$ cat config.mk
export PLATFORM = sky130hd
export DESIGN_NAME = circular_deque
export DESIGN_NICKNAME = d
export VERILOG_FILES = /design/src/rtl/cdq_pkg.sv /design/src/rtl/cdq_ctrl.sv /design/src/rtl/cdq_dpath.sv /design/src/rtl/circular_deque.sv
export VERILOG_INCLUDE_DIRS = /design/src /design/src/rtl
export SDC_FILE = /design/constraint.sdc
export NUM_CORES = 2
export LEC_CHECK = 0
export BUFFER_PORTS_ARGS = -buffer_cell sky130_fd_sc_hd__buf_2
export CORE_MARGIN = 1
export CORE_UTILIZATION = 35
export CTS_CLUSTER_SIZE = 16
export DETAILED_ROUTE_END_ITERATION = 8
export PLACE_DENSITY = 0.47
export SYNTH_ARGS = -nofsm -noshare
export SYNTH_HDL_FRONTEND = slang
export SYNTH_HIERARCHICAL = 1
export SYNTH_SLANG_ARGS = --single-unit
$ cat constraint.sdc
create_clock -name clk -period 4.5 [get_ports clk]
set_input_delay 0 -clock clk [delete_from_list [all_inputs] [get_ports clk]]
set_output_delay 0 -clock clk [all_outputs]
set_load 0.02 [all_outputs]
$ cat src/rtl/assert_macros.svh
// Assertion macros shared by the deque RTL.
// No dependencies; the files that check their logic include this header.
`ifndef ASSERT_MACROS_SVH
`define ASSERT_MACROS_SVH

`ifndef NO_ASSERTIONS

// Expression must hold at every clock edge outside reset.
`define AST_ALWAYS(lbl, clk, rst_n, expr) \
  lbl: assert property (@(posedge clk) disable iff (!rst_n) (expr)) \
    else $error("assertion failed");

// Antecedent in one cycle implies consequent in the next.
`define AST_NEXT(lbl, clk, rst_n, ante, cons) \
  lbl: assert property (@(posedge clk) disable iff (!rst_n) (ante) |=> (cons)) \
    else $error("assertion failed");

`else

`define AST_ALWAYS(lbl, clk, rst_n, expr)
`define AST_NEXT(lbl, clk, rst_n, ante, cons)

`endif

`endif

$ cat src/rtl/cdq_pkg.sv
// Package for the circular deque: field widths, command and status codes,
// and the controller-to-datapath command struct. No dependencies.
package cdq_pkg;

  localparam int DEPTH_DEF   = 64;
  localparam int VALUE_W_DEF = 16;

  localparam int CMD_W   = 3;
  localparam int FIELD_W = 16;
  localparam int STAT_W  = 2;

  localparam logic [CMD_W-1:0] CMD_NONE       = 3'd0;
  localparam logic [CMD_W-1:0] CMD_PUSH_FRONT = 3'd1;
  localparam logic [CMD_W-1:0] CMD_PUSH_REAR  = 3'd2;
  localparam logic [CMD_W-1:0] CMD_POP_FRONT  = 3'd3;
  localparam logic [CMD_W-1:0] CMD_POP_REAR   = 3'd4;

  localparam logic [STAT_W-1:0] ST_OK    = 2'd0;
  localparam logic [STAT_W-1:0] ST_FULL  = 2'd1;
  localparam logic [STAT_W-1:0] ST_EMPTY = 2'd2;

  // exec: apply the accepted command; load: refresh cached end values
  typedef struct packed {
    logic exec;
    logic load;
  } ctl_cmd_t;

endpackage

$ cat src/rtl/cdq_ctrl.sv
// Controller for the circular deque: sequences accept, cache refresh and
// result transfer. Depends on cdq_pkg and assert_macros.svh.
`include "assert_macros.svh"

module cdq_ctrl (
  input  logic              clk,
  input  logic              rst_n,
  input  logic              in_valid,
  output logic              in_stall,
  output logic              out_valid,
  input  logic              out_stall,
  output cdq_pkg::ctl_cmd_t ctl
);
  import cdq_pkg::*;

  localparam logic [1:0] S_IDLE = 2'd0;
  localparam logic [1:0] S_LOAD = 2'd1;
  localparam logic [1:0] S_RESP = 2'd2;

  logic [1:0] state_r, state_nxt;
  logic       in_xfer;

  assign in_stall  = (state_r != S_IDLE);
  assign out_valid = (state_r == S_RESP);
  assign in_xfer   = in_valid && !in_stall;
  assign ctl.exec  = in_xfer;
  assign ctl.load  = (state_r == S_LOAD);

  always_comb begin
    state_nxt = state_r;
    unique case (state_r)
      S_IDLE: if (in_valid) state_nxt = S_LOAD;
      S_LOAD: state_nxt = S_RESP;
      S_RESP: if (!out_stall) state_nxt = S_IDLE;
      default: state_nxt = S_IDLE;
    endcase
  end

  always_ff @(posedge clk) begin
    if (!rst_n) begin
      state_r <= S_IDLE;
    end else begin
      state_r <= state_nxt;
    end
  end

  `AST_ALWAYS(a_one_in_flight, clk, rst_n, !(out_valid && !in_stall))
  `AST_NEXT(a_accept_to_load, clk, rst_n, in_xfer, ctl.load)
  `AST_NEXT(a_load_to_resp, clk, rst_n, ctl.load, out_valid)
  `AST_NEXT(a_held_result, clk, rst_n, out_valid && out_stall, out_valid)

endmodule

$ cat src/rtl/cdq_dpath.sv
// Datapath for the circular deque: entry memory, head/tail/occupancy,
// cached end values and result registers. Depends on cdq_pkg and assert_macros.svh.
`include "assert_macros.svh"

module cdq_dpath #(
  parameter int DEPTH       = cdq_pkg::DEPTH_DEF,
  parameter int VALUE_WIDTH = cdq_pkg::VALUE_W_DEF
) (
  input  logic                        clk,
  input  logic                        rst_n,
  input  cdq_pkg::ctl_cmd_t           ctl,
  input  logic [cdq_pkg::CMD_W-1:0]   in_command,
  input  logic [cdq_pkg::FIELD_W-1:0] in_value_in,
  output logic [cdq_pkg::FIELD_W-1:0] out_popped_value,
  output logic [cdq_pkg::FIELD_W-1:0] out_front_value,
  output logic [cdq_pkg::FIELD_W-1:0] out_rear_value,
  output logic                        out_is_empty,
  output logic                        out_is_full,
  output logic [cdq_pkg::STAT_W-1:0]  out_status
);
  import cdq_pkg::*;

  localparam int AW = (DEPTH > 1) ? $clog2(DEPTH) : 1;
  localparam int OW = $clog2(DEPTH + 1);
  localparam logic [AW-1:0] LAST = AW'(DEPTH - 1);
  localparam logic [OW-1:0] FULL_OCC = OW'(DEPTH);

  logic [VALUE_WIDTH-1:0] mem [DEPTH];

  logic [AW-1:0]          head_r, head_nxt, tail_r, tail_nxt;
  logic [OW-1:0]          occ_r, occ_nxt;
  logic [VALUE_WIDTH-1:0] front_r, front_nxt, rear_r, rear_nxt;
  logic [VALUE_WIDTH-1:0] popped_r, popped_nxt, rdata_r;
  logic [STAT_W-1:0]      stat_r, stat_nxt;
  logic                   ldf_r, ldf_nxt, ldr_r, ldr_nxt;

  logic [VALUE_WIDTH-1:0] val;
  logic [AW-1:0]          wr_addr, rd_addr;
  logic                   wr_en;
  logic                   is_push, is_pop, empty, full;

  function automatic logic [AW-1:0] wrap_up(input logic [AW-1:0] i);
    return (i == LAST) ? '0 : i + 1'b1;
  endfunction

  function automatic logic [AW-1:0] wrap_dn(input logic [AW-1:0] i);
    return (i == '0) ? LAST : i - 1'b1;
  endfunction

  assign val     = VALUE_WIDTH'(in_value_in);
  assign is_push = (in_command == CMD_PUSH_FRONT) || (in_command == CMD_PUSH_REAR);
  assign is_pop  = (in_command == CMD_POP_FRONT) || (in_command == CMD_POP_REAR);
  assign empty   = (occ_r == '0);
  assign full    = (occ_r == FULL_OCC);

  always_comb begin
    head_nxt   = head_r;
    tail_nxt   = tail_r;
    occ_nxt    = occ_r;
    front_nxt  = front_r;
    rear_nxt   = rear_r;
    popped_nxt = popped_r;
    stat_nxt   = stat_r;
    ldf_nxt    = ldf_r;
    ldr_nxt    = ldr_r;
    wr_en      = 1'b0;
    wr_addr    = head_r;
    rd_addr    = head_r;

    if (ctl.exec) begin
      popped_nxt = '0;
      stat_nxt   = ST_OK;
      ldf_nxt    = 1'b0;
      ldr_nxt    = 1'b0;
      if (is_push) begin
        if (full) begin
          stat_nxt = ST_FULL;
        end else begin
          wr_en   = 1'b1;
          occ_nxt = occ_r + 1'b1;
          if (empty) begin
            // first entry restarts the ring at slot zero
            head_nxt  = '0;
            tail_nxt  = '0;
            wr_addr   = '0;
            front_nxt = val;
            rear_nxt  = val;
          end else if (in_command == CMD_PUSH_FRONT) begin
            head_nxt  = wrap_dn(head_r);
            wr_addr   = head_nxt;
            front_nxt = val;
          end else begin
            tail_nxt = wrap_up(tail_r);
            wr_addr  = tail_nxt;
            rear_nxt = val;
          end
        end
      end else if (is_pop) begin
        if (empty) begin
          stat_nxt = ST_EMPTY;
        end else begin
          occ_nxt = occ_r - 1'b1;
          if (in_command == CMD_POP_FRONT) begin
            popped_nxt = front_r;
            if (occ_r > OW'(1)) begin
              head_nxt = wrap_up(head_r);
              rd_addr  = head_nxt;
              ldf_nxt  = 1'b1;
            end
          end else begin
            popped_nxt = rear_r;
            if (occ_r > OW'(1)) begin
              tail_nxt = wrap_dn(tail_r);
              rd_addr  = tail_nxt;
              ldr_nxt  = 1'b1;
            end
          end
        end
      end
    end

    if (ctl.load) begin
      if (ldf_r) front_nxt = rdata_r;
      if (ldr_r) rear_nxt = rdata_r;
    end
  end

  always_ff @(posedge clk) begin
    if (wr_en) mem[wr_addr] <= val;
    if (ctl.exec) rdata_r <= mem[rd_addr];
  end

  always_ff @(posedge clk) begin
    if (!rst_n) begin
      head_r <= '0;
      tail_r <= '0;
      occ_r  <= '0;
      stat_r <= ST_OK;
      ldf_r  <= 1'b0;
      ldr_r  <= 1'b0;
    end else begin
      head_r <= head_nxt;
      tail_r <= tail_nxt;
      occ_r  <= occ_nxt;
      stat_r <= stat_nxt;
      ldf_r  <= ldf_nxt;
      ldr_r  <= ldr_nxt;
    end
  end

  always_ff @(posedge clk) begin
    front_r  <= front_nxt;
    rear_r   <= rear_nxt;
    popped_r <= popped_nxt;
  end

  assign out_popped_value = FIELD_W'(popped_r);
  assign out_front_value  = empty ? '0 : FIELD_W'(front_r);
  assign out_rear_value   = empty ? '0 : FIELD_W'(rear_r);
  assign out_is_empty     = empty;
  assign out_is_full      = full;
  assign out_status       = stat_r;

  `AST_ALWAYS(a_occ_bound, clk, rst_n, occ_r <= FULL_OCC)
  `AST_ALWAYS(a_single_entry, clk, rst_n, occ_r != OW'(1) || head_r == tail_r)
  `AST_NEXT(a_reject_full, clk, rst_n, ctl.exec && is_push && full,
            full && stat_r == ST_FULL)
  `AST_NEXT(a_reject_empty, clk, rst_n, ctl.exec && is_pop && empty,
            empty && stat_r == ST_EMPTY)

endmodule

$ cat src/rtl/circular_deque.sv
// Circular deque top level: controller plus datapath.
// Depends on cdq_pkg, cdq_ctrl and cdq_dpath.
//
// Usage: a double-ended queue of DEPTH entries held in a ring buffer.
// Input channel (in_valid/in_stall) carries a command and a value: none,
// push front, push rear, pop front or pop rear. Every accepted command
// yields exactly one result on the output channel (out_valid/out_stall):
// popped value, front and rear peeks, empty/full flags and a status
// (ok, push rejected while full, pop rejected while empty).
// An accepted command passes through the load state, which refreshes the
// cached end values, then the result state, in which out_valid is high.
// One command is in flight at a time: a new command is accepted only once
// the previous result has transferred. The load state serves the entry
// memory read of the new end after a pop, with its registered read data.
// When the receiver stalls, the result is held and in_stall stays high
// until the transfer completes.
// Reset (rst_n low, synchronous) empties the queue; memory contents are
// not cleared, and stale entries are never observed.
module circular_deque #(
  parameter int DEPTH       = cdq_pkg::DEPTH_DEF,
  parameter int VALUE_WIDTH = cdq_pkg::VALUE_W_DEF
) (
  input  logic                        clk,
  input  logic                        rst_n,
  input  logic                        in_valid,
  output logic                        in_stall,
  input  logic [cdq_pkg::CMD_W-1:0]   in_command,
  input  logic [cdq_pkg::FIELD_W-1:0] in_value_in,
  output logic                        out_valid,
  input  logic                        out_stall,
  output logic [cdq_pkg::FIELD_W-1:0] out_popped_value,
  output logic [cdq_pkg::FIELD_W-1:0] out_front_value,
  output logic [cdq_pkg::FIELD_W-1:0] out_rear_value,
  output logic                        out_is_empty,
  output logic                        out_is_full,
  output logic [cdq_pkg::STAT_W-1:0]  out_status
);
  import cdq_pkg::*;

  ctl_cmd_t ctl;

  cdq_ctrl u_ctrl (
    .clk       (clk),
    .rst_n     (rst_n),
    .in_valid  (in_valid),
    .in_stall  (in_stall),
    .out_valid (out_valid),
    .out_stall (out_stall),
    .ctl       (ctl)
  );

  cdq_dpath #(
    .DEPTH       (DEPTH),
    .VALUE_WIDTH (VALUE_WIDTH)
  ) u_dpath (
    .clk              (clk),
    .rst_n            (rst_n),
    .ctl              (ctl),
    .in_command       (in_command),
    .in_value_in      (in_value_in),
    .out_popped_value (out_popped_value),
    .out_front_value  (out_front_value),
    .out_rear_value   (out_rear_value),
    .out_is_empty     (out_is_empty),
    .out_is_full      (out_is_full),
    .out_status       (out_status)
  );

endmodule

# [Yosys cells after proc, flatten, opt, wreduce, memory -nomap -nowiden]
# Memories as Yosys holds them, arrays and structs flattened. A register that Yosys moved wholly into a read port is not among the register bits.
# Index checks and enable logic that the tools add are counted.
[totals] regBits=73 mem_bits_rw=1024 inputBits=23 output_inout_bits=54 elab_cells=125 memories=1
[memory_table] name="u_dpath.mem" depth=64 width=16 rd=1 rd_ports_with_merged_regs=1 write_ports=1 line="cdq_dpath.sv:28" rtl="logic [VALUE_WIDTH-1:0] mem [DEPTH];"
[op_classes] addsub=6 n_lt_le_gt_ge=1 eq_ne=16 muxes=73 bitwise_logic=1 reduce_logical=17
[op_table] cell="$mux 16" count=17
[op_table] cell="$mux 6" count=31
[op_table] cell="$mux 7" count=4
[op_table] cell="$mux 1" count=15
[op_table] cell="$add 6x1->6 const B" count=2
[op_table] cell="$eq 6x6->1 const B" count=2
[op_table] cell="$logic_not 6->1" count=2
[op_table] cell="$sub 6x1->6 const B" count=2
[op_table] cell="$mux 2" count=5
[op_table] cell="$reduce_bool 2->1" count=4
[op_table] cell="$add 7x1->7 const B" count=1
[op_table] cell="$eq 7x7->1 const B" count=1
[op_table] cell="$gt 7x1->1 const B" count=1
[op_table] cell="$logic_not 7->1" count=1
[op_table] cell="$reduce_and 7->1" count=1
[op_table] cell="$sub 7x1->7 const B" count=1
[op_table] cell="$eq 3x2->1 const B" count=2
[op_table] cell="$ne 2x2->1 const B" count=3
[op_table] cell="$ne 3x3->1 const B" count=2
[op_table] cell="$pmux 2 s3" count=1
[op_table] cell="$reduce_and 6->1" count=1
[op_table] cell="$ne 2x1->1 const B" count=2
[op_table] cell="$reduce_and 4->1" count=1
[op_table] cell="$eq 3x1->1 const B" count=1
[op_table] cell="10 further kinds" count=11

# [Logic depth before layout (Yosys ltp)]
[logic_depth] word_depth=8 mapped_depth=16 ltp_nobuf=10

# [Modules after synthesis]
# The synthesis kept the hierarchy.
[modules_own_cells] module="cdq_dpath" instances=1 cells_per_inst=3202 area_each_um2=46403.3 seq_area_each_um2=32811.5
[modules_own_cells] module="cdq_ctrl" instances=1 cells_per_inst=11 area_each_um2=123.9 seq_area_each_um2=40.0

# [Worst setup path before layout]
# OpenSTA, ideal clock, no wires.
[synth_timing] path_kind="reg2reg" from="register u_ctrl.state_r[0]" to="memory u_dpath/mem[40][0] (netlist bit) (enable)" setup_ns=0.388 t_arrival_ns=3.192 t_required_ns=4.112 setup_slack_ns=0.920 stages_incl_launch_ff=10 n_path_buf=3 synth_period_minus_slack_ns=3.580 path_cell_list="dfxtp_1 nor3b_2 buf_4 clkbuf_1 and3_1 clkbuf_1 nand2_1 o221ai_1 nand3_1 nor2_1"
[synth_between] elab_chain_cells=6 word_cells_on_any_way=7 cone_classes="4 x mux; 3 x reduce/logical"
[synth_rtl] element="start, declared" line="cdq_ctrl.sv:20" rtl="logic [1:0] state_r, state_nxt;"
[synth_rtl] element="start signal, assigned" line="cdq_ctrl.sv:43" rtl="state_r <= state_nxt;"
[synth_rtl] element="$reduce_bool 2->1 (*)" line="cdq_ctrl.sv:23" rtl="assign in_stall = (state_r != S_IDLE);"
[synth_rtl] element="$logic_not 1->1 (*)" line="cdq_ctrl.sv:25" rtl="assign in_xfer = in_valid && !in_stall;"
[synth_rtl] element="$logic_and 1x1->1 (*)" line="cdq_ctrl.sv:25"
[synth_rtl] element="via u_ctrl.in_xfer" line="cdq_ctrl.sv:21" rtl="logic in_xfer;"
[synth_rtl] element="$mux 1" line="cdq_dpath.sv:70" rtl="if (ctl.exec) begin"
[synth_rtl] element="$mux 1" line="cdq_dpath.sv:129" rtl="if (wr_en) mem[wr_addr] <= val;"
[synth_rtl] element="$mux 1 (not written as such)" line="cdq_dpath.sv:129"
[synth_rtl] element="end, declared" line="cdq_dpath.sv:28"
# Mark *: on every way through the listed nets, which the timed path passes. The rest lies on a longest branch.

# [Worst setup path in the final report]
[layout_timing] from="register u_dpath.occ_r[0]" to="register u_dpath.rdata_r[4], read port of u_dpath.mem (data pin)"
[layout_between] elab_chain_cells=7 word_cells_on_any_way=9 cone_classes="1 x order compare; 7 x mux; 1 x reduce/logical"
[layout_rtl] element="start, declared" line="cdq_dpath.sv:31" rtl="logic [OW-1:0] occ_r, occ_nxt;"
[layout_rtl] element="start signal, assigned" line="cdq_dpath.sv:144" rtl="occ_r <= occ_nxt;"
[layout_rtl] element="$gt 7x1->1" line="cdq_dpath.sv:105, cdq_dpath.sv:112"
[layout_rtl] element="$mux 6, on equally long branches" line="cdq_dpath.sv:112, cdq_dpath.sv:105"
[layout_rtl] element="$mux 6" line="cdq_dpath.sv:103" rtl="if (in_command == CMD_POP_FRONT) begin"
[layout_rtl] element="$mux 6 (*)" line="cdq_dpath.sv:99" rtl="if (empty) begin"
[layout_rtl] element="$mux 6 (*)" line="cdq_dpath.sv:98" rtl="end else if (is_pop) begin"
[layout_rtl] element="$mux 6 (*)" line="cdq_dpath.sv:75" rtl="if (is_push) begin"
[layout_rtl] element="$mux 6 (*)" line="cdq_dpath.sv:70"
[layout_rtl] element="end, declared" line="cdq_dpath.sv:33" rtl="logic [VALUE_WIDTH-1:0] popped_r, popped_nxt, rdata_r;"
# Mark *: on every way between the ends. The rest lies on a longest branch, timed or not.
# A chain may end at the register's enable or synchronous reset.

==> out/metrics.csv <==
metric;value;unit
pwr_density_cell;461;mW/mm^2
numPortBuffers;76;
yosysSeqAreaShare;70.6;%
cts_sinks;1113;
drive_gt1_share;16.4;%
cp_data_arrival_time;4830;ps
violations;hold timing;
clock_latency;760;ps
async_reset_ff_share;0;%
synth_edf_count;1056;
avgSynthCellArea;14.5;sq um
detail-route-antenna-nets;0;
power.total;25100;uW
final_common_cell;edfxtp_1;
slew_violations;0;
highest_layer;met5;
fp.dieH;367;microns
initial_core_util;35.3;%
rsz0062_at_grt;false;
critical_path_class;register to register;
hpwl;90000;microns
numCtsBuffers;118;
preCtsSetupSlack;-127;ps
hold_violations;16;
io_pins;77;
yosys_warnings;6;
wl_met2;69100;microns
final_net_count;3421;
fmax;228;MHz
grt_use_total;21.9;%
p_leak;0.0184;uW
synth_nets;3246;
vias_per_cell;5.72;
relSlewSlack;20.8;%
syn_area;0.0465;sq mm
m1WireLength;67500;microns
dieArea;0.134;sq mm
drv_cap;0;
holdWs;-28.3;ps
drt-initial-drc-count;3221;
cts.htree.levels;3;
status;complete, but fails checks;
met3_wirelength;9880;microns
via_count;30000;
fin_crit_sh;97.4;%
setup_violations;0;
cts_root_buffer;clkbuf_16;
cts.clk_slew.worst_paths;60;ps
wire_per_inst;28.4;microns
antenna_found_initial;7;
end_kind;register;
yosysTopAreaCell;edfxtp_1;
ys_top_cells_by_area;edfxtp_1, a211oi_1, nand2_1;
layout_common_cells;edfxtp_1, nand2_1, a211oi_1;
synth_flop_cell;edfxtp_1;
ys_ff_latch;1113;
syn_inst;3213;
clk_path_buf_depth;3;
critPathLaunchType;register;
finalClockSkew;32.6;ps
wirelength;149000;microns
cts_tree;built;
tightestPinTransition;1190;ps
synth_top_area_share;68.2;%
drc;0;
core;0.132;sq mm
first_global_vias;29200;
crit_fanout;16;
die_x;367;microns
globalplace.congestion;0.866;
grt_max_degree;150;
setup_ws;117;ps
cp.required;4950;ps
synth_cell_type_count;79;
holdCritPathClass;input port to register;
finalCriticalPeriod;4380;ps
max-vdd-ir-drop;0.000275;V
grt_pass1_wl;216000;microns
overflow;0;
rows;133;
area_growth;16.8;%
first_pass_iters;6;
## final cells by class
type                            instances  area (sq um)
Antenna cell                            2          5.00
Clock buffer                          152          3120
Clock inverter                         72           922
Fill cell                           11900         77300
Inverter                               34           128
Multi-Input combinational cell       1803         12500
Sequential cell                      1113         32900
Tap cell                             1755          2200
Timing Repair Buffer                  318          2610
## sequential cells by signal, summed over array words and instances, names as in the netlist, 2 cells and up
register                  cells
u_dpath/mem                1024
u_dpath/tail_r                6
u_dpath/front_r              16
u_ctrl/state_r                2
u_dpath/rear_r               16
u_dpath/out_status            2
u_dpath/head_r                6
u_dpath/out_popped_value     16
u_dpath/occ_r                 7
u_dpath/rdata_r              16
## cell families (layout without fill, tap and decap cells)
| group | Yosys count | after routing | share of synthesized area [%] |
|---|---|---|---|
| other | 0 | 2 | 0 |
| AOI/OAI and AO/OA | 712 | 712 | 11.6 |
| muxes | 112 | 112 | 4.10 |
| buffers and inverters | 297 | 576 | 2.81 |
| DFF | 1113 | 1113 | 70.6 |
| adders and majority gates | 10 | 10 | 0.269 |
| xor gates and xnor gates | 14 | 14 | 0.264 |
| and+or+nand+nor | 955 | 955 | 10.4 |
## critical path, stage by stage (launching register included)
cell and delay (ps):
dfxtp_1 440, inv_1 130, ha_1 290, o311ai_4 490, nand2_1 370, o22ai_1 410, a21boi_1 400, buf_4 380
o31ai_1 210, nor4b_1 840, nor4_1 110
## metrics by stage
step | std cells | setup TNS (ps) | utilization, % | instance area (sq um)
floorplan | 3213 | 0 | - | 46500
detailed placement | 5000 | -274 | 38.0 | 50000
global route | 5247 | 0 | 41.3 | 54300
finish | 5249 | 0 | 41.3 | 54300
global placement | 5000 | -175 | 38.0 | 50000
CTS | 5247 | 0 | 41.3 | 54300
## cell usage after synthesis (10+ instances only)
| cell type | n |
|---|---|
| o21bai_1 | 17 |
| a32oi_1 | 17 |
| inv_1 | 32 |
| a211oi_1 | 246 |
| mux4_2 | 63 |
| a311oi_1 | 101 |
| a21oi_1 | 65 |
| clkbuf_1 | 190 |
| a221oi_1 | 14 |
| a22oi_1 | 20 |
| buf_6 | 13 |
| nand3_1 | 20 |
| and2_1 | 45 |
| o32ai_1 | 17 |
| o211a_1 | 15 |
| and3_1 | 229 |
| buf_4 | 10 |
| nand4_1 | 40 |
| dfxtp_1 | 57 |
| o21ai_0 | 52 |
| a21o_1 | 17 |
| a22o_1 | 32 |
| nand2_1 | 400 |
| buf_2 | 34 |
| nor3_1 | 23 |
| nor4b_1 | 16 |
| edfxtp_1 | 1056 |
| a311o_1 | 17 |
| nor2_1 | 103 |
| buf_1 | 15 |
| and4_1 | 18 |
| nor4_1 | 34 |
| o31ai_1 | 32 |
| mux2i_1 | 49 |
| ha_1 | 10 |
## report_power, final
| group | internal, uW | switching, uW | total (uW) |
|---|---|---|---|
| Sequential | 11600 | 234 | 11800 |
| Clock | 5990 | 4180 | 10200 |
| Combinational | 998 | 2080 | 3080 |
## metal layers
| layer | vias to the layer above | track usage (%) |
|---|---|---|
| li1 | 13100 | - |
| met5 | - | 0 |
| met4 | 2 | 4.93 |
| met3 | 136 | 3.29 |
| met1 | 15700 | 31.8 |
| met2 | 1086 | 34.5 |
## what timing repair did
action / in CTS / in global routing
pin swaps: 0 / 0
hold buffers: 23 / 0
endpoints found under the setup margin: 4 / 4
buffers inserted: 0 / 0
endpoints found under the hold margin: 232 / 0
resized for setup: 4 / 5
gates cloned: 0 / 0
## path summary, 6_finish.rpt
kind	depth (start not counted)	endpoint	slack, ps	start
max reg2reg	10	u_dpath/rdata_r[4]$_DFFE_PP_	120	u_dpath/occ_r[0]$_SDFFE_PN0P_
min	2	u_dpath/mem[48][4]$_DFFE_PP_	-30	in_value_in[4]
max	10	u_dpath/rdata_r[4]$_DFFE_PP_	120	u_dpath/occ_r[0]$_SDFFE_PN0P_
min reg2reg	2	u_dpath/out_status[0]$_SDFFE_PN0P_	480	u_dpath/out_status[0]$_SDFFE_PN0P_
Power figures use the tool's default switching activity.
